`src/hw/rtl/btpc_pkg.sv`:
```
`default_nettype none

package btpc_pkg;

	typedef enum logic [4:0] {
		ST_IDLE,
		ST_T_SUB,
		ST_T_MUL,
		ST_T_DEN,
		ST_T_DIV0,
		ST_T_B5,
		ST_T_RND,
		ST_P_B6,
		ST_P_SQ,
		ST_P_SQS,
		ST_P_X1A,
		ST_P_X3,
		ST_P_AC1,
		ST_P_B3R,
		ST_P_X2B,
		ST_P_X3B,
		ST_P_X3C,
		ST_P_B4M,
		ST_P_B4,
		ST_P_B7M,
		ST_P_DIV0,
		ST_DIV,
		ST_DIV_FIX,
		ST_P_TT,
		ST_P_C1,
		ST_P_C2,
		ST_P_C3,
		ST_P_C4,
		ST_P_C5,
		ST_SAT,
		ST_FINISH
	} state_t;

	localparam logic CMD_TEMP = 1'b0;
	localparam logic CMD_PRES = 1'b1;

	localparam logic [1:0] CFG_AC1_AC3 = 2'd0;
	localparam logic [1:0] CFG_AC4_AC6 = 2'd1;
	localparam logic [1:0] CFG_B1_B2   = 2'd2;
	localparam logic [1:0] CFG_MC_MD   = 2'd3;

	localparam int VALUE_W = 18;

	localparam logic [31:0] B6_OFFSET  = 32'd4000;
	localparam logic [31:0] B4_BIAS    = 32'd32768;
	localparam logic [31:0] B7_SCALE   = 32'd50000;
	localparam logic [31:0] P_COEF_SQ  = 32'd3038;
	localparam logic [31:0] P_COEF_LIN = 32'(-7357);
	localparam logic [31:0] P_BIAS     = 32'd3791;
	localparam logic [31:0] T_ROUND    = 32'd8;
	localparam logic [31:0] ROUND_2    = 32'd2;

	localparam logic [4:0] DIV_LAST = 5'd31;

	function automatic logic [VALUE_W-1:0] sat18(input logic [31:0] v);
		logic [VALUE_W-1:0] r;
		if (v[31] && !(&v[30:VALUE_W-1])) begin
			r = {1'b1, {(VALUE_W-1){1'b0}}};
		end else if (!v[31] && (|v[30:VALUE_W-1])) begin
			r = {1'b0, {(VALUE_W-1){1'b1}}};
		end else begin
			r = v[VALUE_W-1:0];
		end
		return r;
	endfunction

	function automatic logic [31:0] sx16(input logic [15:0] v);
		return {{16{v[15]}}, v};
	endfunction

endpackage

`default_nettype wire

```
`src/hw/rtl/baro_temp_pressure_compensation.sv`:
```
// Barometer temperature and pressure compensation, oversampling 0.
//
// Input channel s_axis: tdata carries the raw 16-bit reading, tuser says
// whether it is a temperature (0) or pressure (1) sample. Output channel
// m_axis: tdata carries the signed 18-bit result (0.1 degC or Pa,
// saturated), tuser carries the kind and the zero-divisor flag.
// Calibration words are written by the user over cfg_we/cfg_index/cfg_data
// only while idle; the block itself does not enforce this.
// Each sample runs through a small sequencer driving one 32x32 multiplier,
// one 32-bit adder and a radix-2 divider that retires one quotient bit per
// cycle. A zero divisor skips the division and gives the result at once;
// otherwise the 32-step division dominates both temperature and pressure.
// s_axis_tready is high only while no sample is in work. A finished result
// sits in the output register; the next sample is taken while it waits,
// and the sequencer holds its next result until the register frees up.
// A zero divisor yields value 0 with the error flag; a temperature sample
// then leaves the stored B5 unchanged.
// Reset clears calibration, the stored B5 (so pressure before temperature
// uses B5 = 0) and the output valid flag.
`default_nettype none

module baro_temp_pressure_compensation (
	input  wire logic        clk,
	input  wire logic        arst_n,
	input  wire logic        cfg_we,
	input  wire logic [1:0]  cfg_index,
	input  wire logic [47:0] cfg_data,
	input  wire logic        s_axis_tvalid,
	output logic             s_axis_tready,
	input  wire logic [15:0] s_axis_tdata,  // [15:0] raw_sample
	input  wire logic        s_axis_tuser,  // [0] command
	output logic             m_axis_tvalid,
	input  wire logic        m_axis_tready,
	output logic [23:0]      m_axis_tdata,  // [17:0] value, [23:18] zero
	output logic [1:0]       m_axis_tuser   // [0] kind, [1] div_error
);

	btpc_pkg::state_t state_q, state_d;

	logic [47:0] cal0_q, cal1_q;
	logic [31:0] cal2_q, cal3_q;
	logic [31:0] b5_q;

	logic        cmd_q;
	logic [15:0] raw_q;
	logic [31:0] prod_q, t1_q, t3_q, b6_q, sq_q, b3_q, b4_q, q_q;
	logic        b7hi_q;

	logic [31:0] rem_q, quo_q, d_q;
	logic [4:0]  cnt_q;
	logic        neg_q;

	logic [17:0] res_val_q;
	logic        res_err_q;

	logic        out_valid_q, out_kind_q, out_err_q;
	logic [17:0] out_val_q;

	logic [31:0] mul_a, mul_b, mul_res;
	logic [31:0] add_a, add_b, add_res;
	logic        add_cin;

	logic [31:0] ac1, ac2, ac3, ac4, ac5, ac6, b1, b2, md;
	logic [15:0] mc;
	logic [16:0] mc_mag;
	logic [31:0] num_mag;

	logic [31:0] prod_sr11, prod_sr12, prod_sr13, prod_sr15, prod_sr16;
	logic [31:0] t1_sr2, t1_sr4, t3_sr2, q_sr8;
	logic [32:0] div_trial;
	logic        out_free;

	assign ac1 = btpc_pkg::sx16(cal0_q[15:0]);
	assign ac2 = btpc_pkg::sx16(cal0_q[31:16]);
	assign ac3 = btpc_pkg::sx16(cal0_q[47:32]);
	assign ac4 = {16'b0, cal1_q[15:0]};
	assign ac5 = {16'b0, cal1_q[31:16]};
	assign ac6 = {16'b0, cal1_q[47:32]};
	assign b1  = btpc_pkg::sx16(cal2_q[15:0]);
	assign b2  = btpc_pkg::sx16(cal2_q[31:16]);
	assign mc  = cal3_q[15:0];
	assign md  = btpc_pkg::sx16(cal3_q[31:16]);

	assign mc_mag  = mc[15] ? 17'(~{1'b1, mc} + 17'd1) : {1'b0, mc};
	assign num_mag = {4'b0, mc_mag, 11'b0};

	assign prod_sr11 = 32'($signed(prod_q) >>> 11);
	assign prod_sr12 = 32'($signed(prod_q) >>> 12);
	assign prod_sr13 = 32'($signed(prod_q) >>> 13);
	assign prod_sr15 = 32'($signed(prod_q) >>> 15);
	assign prod_sr16 = 32'($signed(prod_q) >>> 16);
	assign t1_sr2    = 32'($signed(t1_q) >>> 2);
	assign t1_sr4    = 32'($signed(t1_q) >>> 4);
	assign t3_sr2    = 32'($signed(t3_q) >>> 2);
	assign q_sr8     = 32'($signed(q_q) >>> 8);

	assign mul_res   = mul_a * mul_b;
	assign add_res   = add_a + add_b + {31'b0, add_cin};
	assign div_trial = {rem_q, quo_q[31]} - {1'b0, d_q};

	assign out_free      = !out_valid_q || m_axis_tready;
	assign s_axis_tready = (state_q == btpc_pkg::ST_IDLE);
	assign m_axis_tvalid = out_valid_q;
	assign m_axis_tdata  = {6'b0, out_val_q};
	assign m_axis_tuser  = {out_err_q, out_kind_q};

	always_ff @(posedge clk or negedge arst_n) begin
		if (!arst_n) begin
			state_q <= btpc_pkg::ST_IDLE;
		end else begin
			state_q <= state_d;
		end
	end

	always_comb begin
		state_d = state_q;
		mul_a   = '0;
		mul_b   = '0;
		add_a   = '0;
		add_b   = '0;
		add_cin = 1'b0;
		unique case (state_q)
			btpc_pkg::ST_IDLE: begin
				if (s_axis_tvalid) begin
					state_d = (s_axis_tuser == btpc_pkg::CMD_PRES) ?
						btpc_pkg::ST_P_B6 : btpc_pkg::ST_T_SUB;
				end
			end
			btpc_pkg::ST_T_SUB: begin
				add_a   = {16'b0, raw_q};
				add_b   = ~ac6;
				add_cin = 1'b1;
				state_d = btpc_pkg::ST_T_MUL;
			end
			btpc_pkg::ST_T_MUL: begin
				mul_a   = t1_q;
				mul_b   = ac5;
				state_d = btpc_pkg::ST_T_DEN;
			end
			btpc_pkg::ST_T_DEN: begin
				add_a   = prod_sr15;
				add_b   = md;
				state_d = btpc_pkg::ST_T_DIV0;
			end
			btpc_pkg::ST_T_DIV0: begin
				add_a   = t1_q[31] ? ~t1_q : t1_q;
				add_cin = t1_q[31];
				state_d = (t1_q == '0) ? btpc_pkg::ST_FINISH : btpc_pkg::ST_DIV;
			end
			btpc_pkg::ST_T_B5: begin
				add_a   = t3_q;
				add_b   = q_q;
				state_d = btpc_pkg::ST_T_RND;
			end
			btpc_pkg::ST_T_RND: begin
				add_a   = b5_q;
				add_b   = btpc_pkg::T_ROUND;
				state_d = btpc_pkg::ST_SAT;
			end
			btpc_pkg::ST_P_B6: begin
				add_a   = b5_q;
				add_b   = ~btpc_pkg::B6_OFFSET;
				add_cin = 1'b1;
				state_d = btpc_pkg::ST_P_SQ;
			end
			btpc_pkg::ST_P_SQ: begin
				mul_a   = b6_q;
				mul_b   = b6_q;
				state_d = btpc_pkg::ST_P_SQS;
			end
			btpc_pkg::ST_P_SQS: begin
				mul_a   = ac2;
				mul_b   = b6_q;
				state_d = btpc_pkg::ST_P_X1A;
			end
			btpc_pkg::ST_P_X1A: begin
				mul_a   = b2;
				mul_b   = sq_q;
				state_d = btpc_pkg::ST_P_X3;
			end
			btpc_pkg::ST_P_X3: begin
				add_a   = prod_sr11;
				add_b   = t1_q;
				mul_a   = ac3;
				mul_b   = b6_q;
				state_d = btpc_pkg::ST_P_AC1;
			end
			btpc_pkg::ST_P_AC1: begin
				add_a   = {ac1[29:0], 2'b0};
				add_b   = t1_q;
				mul_a   = b1;
				mul_b   = sq_q;
				state_d = btpc_pkg::ST_P_B3R;
			end
			btpc_pkg::ST_P_B3R: begin
				add_a   = t1_q;
				add_b   = btpc_pkg::ROUND_2;
				state_d = btpc_pkg::ST_P_X2B;
			end
			btpc_pkg::ST_P_X2B: begin
				add_a   = t3_q;
				add_b   = prod_sr16;
				state_d = btpc_pkg::ST_P_X3B;
			end
			btpc_pkg::ST_P_X3B: begin
				add_a   = t3_q;
				add_b   = btpc_pkg::ROUND_2;
				state_d = btpc_pkg::ST_P_X3C;
			end
			btpc_pkg::ST_P_X3C: begin
				add_a   = t3_sr2;
				add_b   = btpc_pkg::B4_BIAS;
				state_d = btpc_pkg::ST_P_B4M;
			end
			btpc_pkg::ST_P_B4M: begin
				mul_a   = ac4;
				mul_b   = t3_q;
				state_d = btpc_pkg::ST_P_B4;
			end
			btpc_pkg::ST_P_B4: begin
				add_a   = {16'b0, raw_q};
				add_b   = ~b3_q;
				add_cin = 1'b1;
				state_d = btpc_pkg::ST_P_B7M;
			end
			btpc_pkg::ST_P_B7M: begin
				mul_a   = t1_q;
				mul_b   = btpc_pkg::B7_SCALE;
				state_d = btpc_pkg::ST_P_DIV0;
			end
			btpc_pkg::ST_P_DIV0: begin
				state_d = (b4_q == '0) ? btpc_pkg::ST_FINISH : btpc_pkg::ST_DIV;
			end
			btpc_pkg::ST_DIV: begin
				if (cnt_q == btpc_pkg::DIV_LAST) begin
					state_d = btpc_pkg::ST_DIV_FIX;
				end
			end
			btpc_pkg::ST_DIV_FIX: begin
				add_a   = neg_q ? ~quo_q : quo_q;
				add_cin = neg_q;
				state_d = (cmd_q == btpc_pkg::CMD_PRES) ?
					btpc_pkg::ST_P_TT : btpc_pkg::ST_T_B5;
			end
			btpc_pkg::ST_P_TT: begin
				mul_a   = q_sr8;
				mul_b   = q_sr8;
				state_d = btpc_pkg::ST_P_C1;
			end
			btpc_pkg::ST_P_C1: begin
				mul_a   = prod_q;
				mul_b   = btpc_pkg::P_COEF_SQ;
				state_d = btpc_pkg::ST_P_C2;
			end
			btpc_pkg::ST_P_C2: begin
				mul_a   = q_q;
				mul_b   = btpc_pkg::P_COEF_LIN;
				state_d = btpc_pkg::ST_P_C3;
			end
			btpc_pkg::ST_P_C3: begin
				add_a   = t1_q;
				add_b   = prod_sr16;
				state_d = btpc_pkg::ST_P_C4;
			end
			btpc_pkg::ST_P_C4: begin
				add_a   = t1_q;
				add_b   = btpc_pkg::P_BIAS;
				state_d = btpc_pkg::ST_P_C5;
			end
			btpc_pkg::ST_P_C5: begin
				add_a   = q_q;
				add_b   = t1_sr4;
				state_d = btpc_pkg::ST_SAT;
			end
			btpc_pkg::ST_SAT: begin
				state_d = btpc_pkg::ST_FINISH;
			end
			btpc_pkg::ST_FINISH: begin
				if (out_free) begin
					state_d = btpc_pkg::ST_IDLE;
				end
			end
			default: begin
				state_d = btpc_pkg::ST_IDLE;
			end
		endcase
	end

	always_ff @(posedge clk or negedge arst_n) begin
		if (!arst_n) begin
			cal0_q <= '0;
			cal1_q <= '0;
			cal2_q <= '0;
			cal3_q <= '0;
		end else if (cfg_we) begin
			unique case (cfg_index)
				btpc_pkg::CFG_AC1_AC3: cal0_q <= cfg_data;
				btpc_pkg::CFG_AC4_AC6: cal1_q <= cfg_data;
				btpc_pkg::CFG_B1_B2:   cal2_q <= cfg_data[31:0];
				btpc_pkg::CFG_MC_MD:   cal3_q <= cfg_data[31:0];
			endcase
		end
	end

	always_ff @(posedge clk or negedge arst_n) begin
		if (!arst_n) begin
			b5_q <= '0;
		end else if (state_q == btpc_pkg::ST_T_B5) begin
			b5_q <= add_res;
		end
	end

	always_ff @(posedge clk) begin
		case (state_q)
			btpc_pkg::ST_IDLE: begin
				cmd_q <= s_axis_tuser;
				raw_q <= s_axis_tdata;
			end
			btpc_pkg::ST_T_SUB: t1_q <= add_res;
			btpc_pkg::ST_T_MUL: prod_q <= mul_res;
			btpc_pkg::ST_T_DEN: begin
				t3_q <= prod_sr15;
				t1_q <= add_res;
			end
			btpc_pkg::ST_T_DIV0: begin
				quo_q <= num_mag;
				d_q   <= add_res;
				rem_q <= '0;
				cnt_q <= '0;
				neg_q <= mc[15] ^ t1_q[31];
			end
			btpc_pkg::ST_T_RND: t1_q <= add_res;
			btpc_pkg::ST_P_B6:  b6_q <= add_res;
			btpc_pkg::ST_P_SQ:  prod_q <= mul_res;
			btpc_pkg::ST_P_SQS: begin
				sq_q   <= prod_sr12;
				prod_q <= mul_res;
			end
			btpc_pkg::ST_P_X1A: begin
				t1_q   <= prod_sr11;
				prod_q <= mul_res;
			end
			btpc_pkg::ST_P_X3: begin
				t1_q   <= add_res;
				prod_q <= mul_res;
			end
			btpc_pkg::ST_P_AC1: begin
				t1_q   <= add_res;
				t3_q   <= prod_sr13;
				prod_q <= mul_res;
			end
			btpc_pkg::ST_P_B3R: t1_q <= add_res;
			btpc_pkg::ST_P_X2B: begin
				t3_q <= add_res;
				b3_q <= t1_sr2;
			end
			btpc_pkg::ST_P_X3B: t3_q <= add_res;
			btpc_pkg::ST_P_X3C: t3_q <= add_res;
			btpc_pkg::ST_P_B4M: prod_q <= mul_res;
			btpc_pkg::ST_P_B4: begin
				b4_q <= {15'b0, prod_q[31:15]};
				t1_q <= add_res;
			end
			btpc_pkg::ST_P_B7M: prod_q <= mul_res;
			btpc_pkg::ST_P_DIV0: begin
				quo_q  <= prod_q[31] ? prod_q : {prod_q[30:0], 1'b0};
				d_q    <= b4_q;
				rem_q  <= '0;
				cnt_q  <= '0;
				neg_q  <= 1'b0;
				b7hi_q <= prod_q[31];
			end
			btpc_pkg::ST_DIV: begin
				if (!div_trial[32]) begin
					rem_q <= div_trial[31:0];
				end else begin
					rem_q <= {rem_q[30:0], quo_q[31]};
				end
				quo_q <= {quo_q[30:0], !div_trial[32]};
				cnt_q <= cnt_q + 5'd1;
			end
			btpc_pkg::ST_DIV_FIX: begin
				if (cmd_q == btpc_pkg::CMD_PRES) begin
					q_q <= b7hi_q ? {quo_q[30:0], 1'b0} : quo_q;
				end else begin
					q_q <= add_res;
				end
			end
			btpc_pkg::ST_P_TT: prod_q <= mul_res;
			btpc_pkg::ST_P_C1: prod_q <= mul_res;
			btpc_pkg::ST_P_C2: begin
				t1_q   <= prod_sr16;
				prod_q <= mul_res;
			end
			btpc_pkg::ST_P_C3: t1_q <= add_res;
			btpc_pkg::ST_P_C4: t1_q <= add_res;
			btpc_pkg::ST_P_C5: t1_q <= add_res;
			default: begin
			end
		endcase
	end

	always_ff @(posedge clk) begin
		if ((state_q == btpc_pkg::ST_T_DIV0 && t1_q == '0) ||
			(state_q == btpc_pkg::ST_P_DIV0 && b4_q == '0)) begin
			res_val_q <= '0;
			res_err_q <= 1'b1;
		end else if (state_q == btpc_pkg::ST_SAT) begin
			res_val_q <= btpc_pkg::sat18((cmd_q == btpc_pkg::CMD_PRES) ? t1_q : t1_sr4);
			res_err_q <= 1'b0;
		end
	end

	always_ff @(posedge clk or negedge arst_n) begin
		if (!arst_n) begin
			out_valid_q <= 1'b0;
		end else if (state_q == btpc_pkg::ST_FINISH && out_free) begin
			out_valid_q <= 1'b1;
		end else if (m_axis_tready) begin
			out_valid_q <= 1'b0;
		end
	end

	always_ff @(posedge clk) begin
		if (state_q == btpc_pkg::ST_FINISH && out_free) begin
			out_kind_q <= cmd_q;
			out_val_q  <= res_val_q;
			out_err_q  <= res_err_q;
		end
	end

endmodule

`default_nettype wire
```
`config.mk`:
```
export PLATFORM = sky130hd
export DESIGN_NAME = baro_temp_pressure_compensation
export DESIGN_NICKNAME = d
export VERILOG_FILES = /design/src/hw/rtl/btpc_pkg.sv /design/src/hw/rtl/baro_temp_pressure_compensation.sv
export SDC_FILE = /design/constraint.sdc
export NUM_CORES = 2
export LEC_CHECK = 0
export ABC_AREA = 1
export BUFFER_PORTS_ARGS = -buffer_cell sky130_fd_sc_hd__buf_2
export CAP_MARGIN = 10
export CELL_PAD_IN_SITES_DETAIL_PLACEMENT = 1
export CELL_PAD_IN_SITES_GLOBAL_PLACEMENT = 2
export CORE_ASPECT_RATIO = 1.75
export CORE_MARGIN = 2
export CORE_UTILIZATION = 43
export DETAILED_ROUTE_END_ITERATION = 8
export PLACE_DENSITY = 0.92
export SETUP_SLACK_MARGIN = 0.05
export SKIP_LAST_GASP = 1
export SLEW_MARGIN = 20
export SYNTH_ARGS = -nofsm -noshare
export SYNTH_HDL_FRONTEND = slang
export SYNTH_SLANG_ARGS = --single-unit
```
`constraint.sdc`:
```
create_clock -name clk -period 17 [get_ports clk]
set_input_delay 3.4 -clock clk [delete_from_list [all_inputs] [get_ports clk]]
set_output_delay 3.4 -clock clk [all_outputs]
set_load 0.05 [all_outputs]
```
==> flow_summary.yaml <==
cts:
  cts_root_buf: "clkbuf_16"
  worstSkewPairLatency_ns: 0.73
  cts_max_level: 2
  cts_resized: 0
  path_clk_slew_ns: 0.07
  cts_inserted_buffers: 55
  cts.sinks: 584
  tritoncts: "yes"
  holdBufCountCts: 0
  clockBufferDepth: 3
  cts_setup_buffers: 0
grt:
  grt_pass1_vias: 48500
  grt_max_degree: 97
  grt_use_total: 0.441
  grt_pass1_wl_um: 355000
  antenna_found_initial: 23
  gr-total-overflow: 0
die:
  die-area_um2: 114000
  die_h_um: 446
  initial_core_util: 0.432
  rows: 162
  die_w_um: 257
  pin_count: 100
  core_region_area_um2: 111000
yosys:
  yosysSeqAreaShare: 0.341
  ys.warnings.count: 0
  netlist_instances: 5825
  synth_top_area_cell: "edfxtp_1"
  synth_edf_count: 367
  syn_area_per_cell_um2: 8.24
  synth_top_area_frac: 0.229
  ys_seq_elements: 584
  syn-cell-area_um2: 48000
  yosys-top-cells-area: "edfxtp_1, fa_1, nand2_1, dfrtp_1, inv_1"
  synth_flop_cell: "edfxtp_1"
  synthArstFlopShare: 0.339
  synth_cell_type_count: 61
placed_design:
  io_buffers: 93
  pre_cts_ws_ns: 6.27
  gp_congestion: 1.08
  dpl.hpwl_um: 194000
critical_path:
  endpoint_kind: "flip-flop"
  crit_type: "flip-flop to flip-flop"
  r2r_cells: 35
  path_buf_inv: 9
  r2r_setup_slack_ns: 6.01
  start_kind: "flip-flop"
  crit_path_frequent_cell: "fa_1"
  worstReg2RegEnd: "prod_q[30]"
  crit_cells: 35
  crit_family: "adder cells"
  required_ns: 17.45
  critPathMaxFanout: 31
  crit_start: "state_q[4]"
  crit_slowest_cell: "nand3_1"
  crit_arrival_ns: 11.44
  r2r-start: "state_q[4]"
  slowest_delay_ns: 0.90
  critPathCapture: "prod_q[30]"
timing:
  fmax_ghz: 0.0910
  fin_setup_tns_ns: 0
  max_slew_margin: 0.146
  hold_viol: 0
  tightest_slew_ns: 1.28
  grt_setup_unrepaired: "false"
  fin_crit_sh: 0.647
  setup_slack_ns: 6.01
  setup_viol: 0
  min_period_ns: 10.99
  finalMaxSlewViolations: 0
  timing.hold.ws_ns: 0.439
  clock_skew_ns: 0.0355
power_and_ir_drop:
  seqPwrFrac: 0.206
  p_int_mw: 5.65
  p_sw_frac: 0.578
  powerDensity_nw_per_um2: 254
  p_leak_nw: 24.0
  clockPowerShare: 0.111
  power.combinational.fraction: 0.683
  ir_drop_mv: 0.107
  switchingPower_mw: 7.74
finish:
  utilization: 0.474
  syn2layout_area_growth_pct: 9.63
  drive_above_1_share: 0.0709
  final_nets: 6533
  final_common_cell: "nand2_1"
  final_cell_mix: "nand2_1, inv_1, nor2_1"
run:
  cap_violations: 0
routing:
  drt_wl_total_um: 251000
  post_drt_wl_per_cell_um: 33.9
  drc_errors: 0
  dr.pass1.iters: 6
  postRouteAntennaNets: 0
  vias: 45700
  via_per_inst: 6.17
  drtIter0Drc: 4479
worst_hold_path:
  hold_path_class: "flip-flop to flip-flop"
outcome:
  outcome: "finished clean"
cell usage after synthesis, drive strengths merged (11+ instances only):
| cell type | n |
|---|---|
| a2111oi | 11 |
| a211oi | 23 |
| a21oi | 214 |
| a221oi | 41 |
| a22oi | 50 |
| a31oi | 12 |
| buf | 59 |
| clkbuf | 193 |
| clkinv | 14 |
| dfrtp | 198 |
| dfxtp | 19 |
| edfxtp | 367 |
| fa | 411 |
| ha | 189 |
| inv | 949 |
| nand2 | 1339 |
| nand3 | 172 |
| nand3b | 16 |
| nand4 | 40 |
| nor2 | 578 |
| nor3 | 40 |
| nor4 | 22 |
| o2111ai | 44 |
| o211ai | 46 |
| o21ai | 507 |
| o21bai | 11 |
| o221ai | 35 |
| o22ai | 63 |
| or2 | 23 |
| xnor2 | 52 |
| xor2 | 41 |
sequential cells by signal (all words and copies together), names as in the netlist, 16 cells and up:
signal,cells
b4_q,17
cal3_q,32
rem_q,32
t1_q,32
d_q,32
prod_q,32
sq_q,20
q_q,32
b3_q,30
res_val_q,18
cal1_q,48
out_val_q,18
b6_q,32
cal0_q,48
raw_q,16
cal2_q,32
b5_q,32
t3_q,32
quo_q,32
cell families after synthesis:
kind of cell    share of synthesized area
compound gates                      0.135
mux                               0.00125
flops                               0.341
fa+ha+maj                           0.221
buf+inv                            0.0967
simple gates                        0.189
xor+xnor                           0.0170
other cells                     0.0000781
worst min-delay path by stage:
stage	start	end	slack, ns	depth (start not counted)
after CTS	res_val_q[17]	out_val_q[17]	0.44	0
after global routing	res_val_q[2]	out_val_q[2]	0.45	0
final	res_val_q[0]	out_val_q[0]	0.44	0
after detailed placement	res_val_q[17]	out_val_q[17]	0.42	0
after global placement	res_err_q	out_err_q	0.42	0
after floorplan	res_err_q	out_err_q	0.41	0
metal layers:
| layer | vias up | wire length (um) | GRT usage |
|---|---|---|---|
| li1 | 19000 | - | - |
| met1 | 22900 | 77600 | 0.433 |
| met2 | 2593 | 119000 | 0.732 |
| met3 | 1243 | 19400 | 0.102 |
| met4 | 16 | 34900 | 0.485 |
| met5 | - | 111 | 0 |
power groups by stage:
stage | clock [mW] | sequential (mW) | combinational (mW)
3_5_place_dp | 0 | 2.74 | 8.80
5_1_grt | 1.53 | 2.75 | 9.69
4_1_cts | 1.48 | 2.71 | 8.85
2_1_floorplan | 0 | 2.51 | 5.11
3_3_place_gp | 0 | 2.73 | 8.57
6_report | 1.49 | 2.76 | 9.14
layout make-up:
class / instances / area (um2)
antenna: 26 / 65.1
sequential: 584 / 16400
tap: 1476 / 1850
inverter: 963 / 3610
multi-input combinational: 4031 / 27200
fill: 13500 / 58400
timing repair buffer: 226 / 1500
clock buffer: 69 / 1630
clock inverter: 35 / 472
metrics by stage:
step	std cells	power [mW]	instance area (um2)
floorplan	5830	7.62	48000
global placement	7277	11.3	50400
detailed placement	7277	11.5	50400
CTS	7381	13.0	52500
global route	7389	14.0	52600
finish	7410	13.4	52600
(Power assumes the default switching activity.)
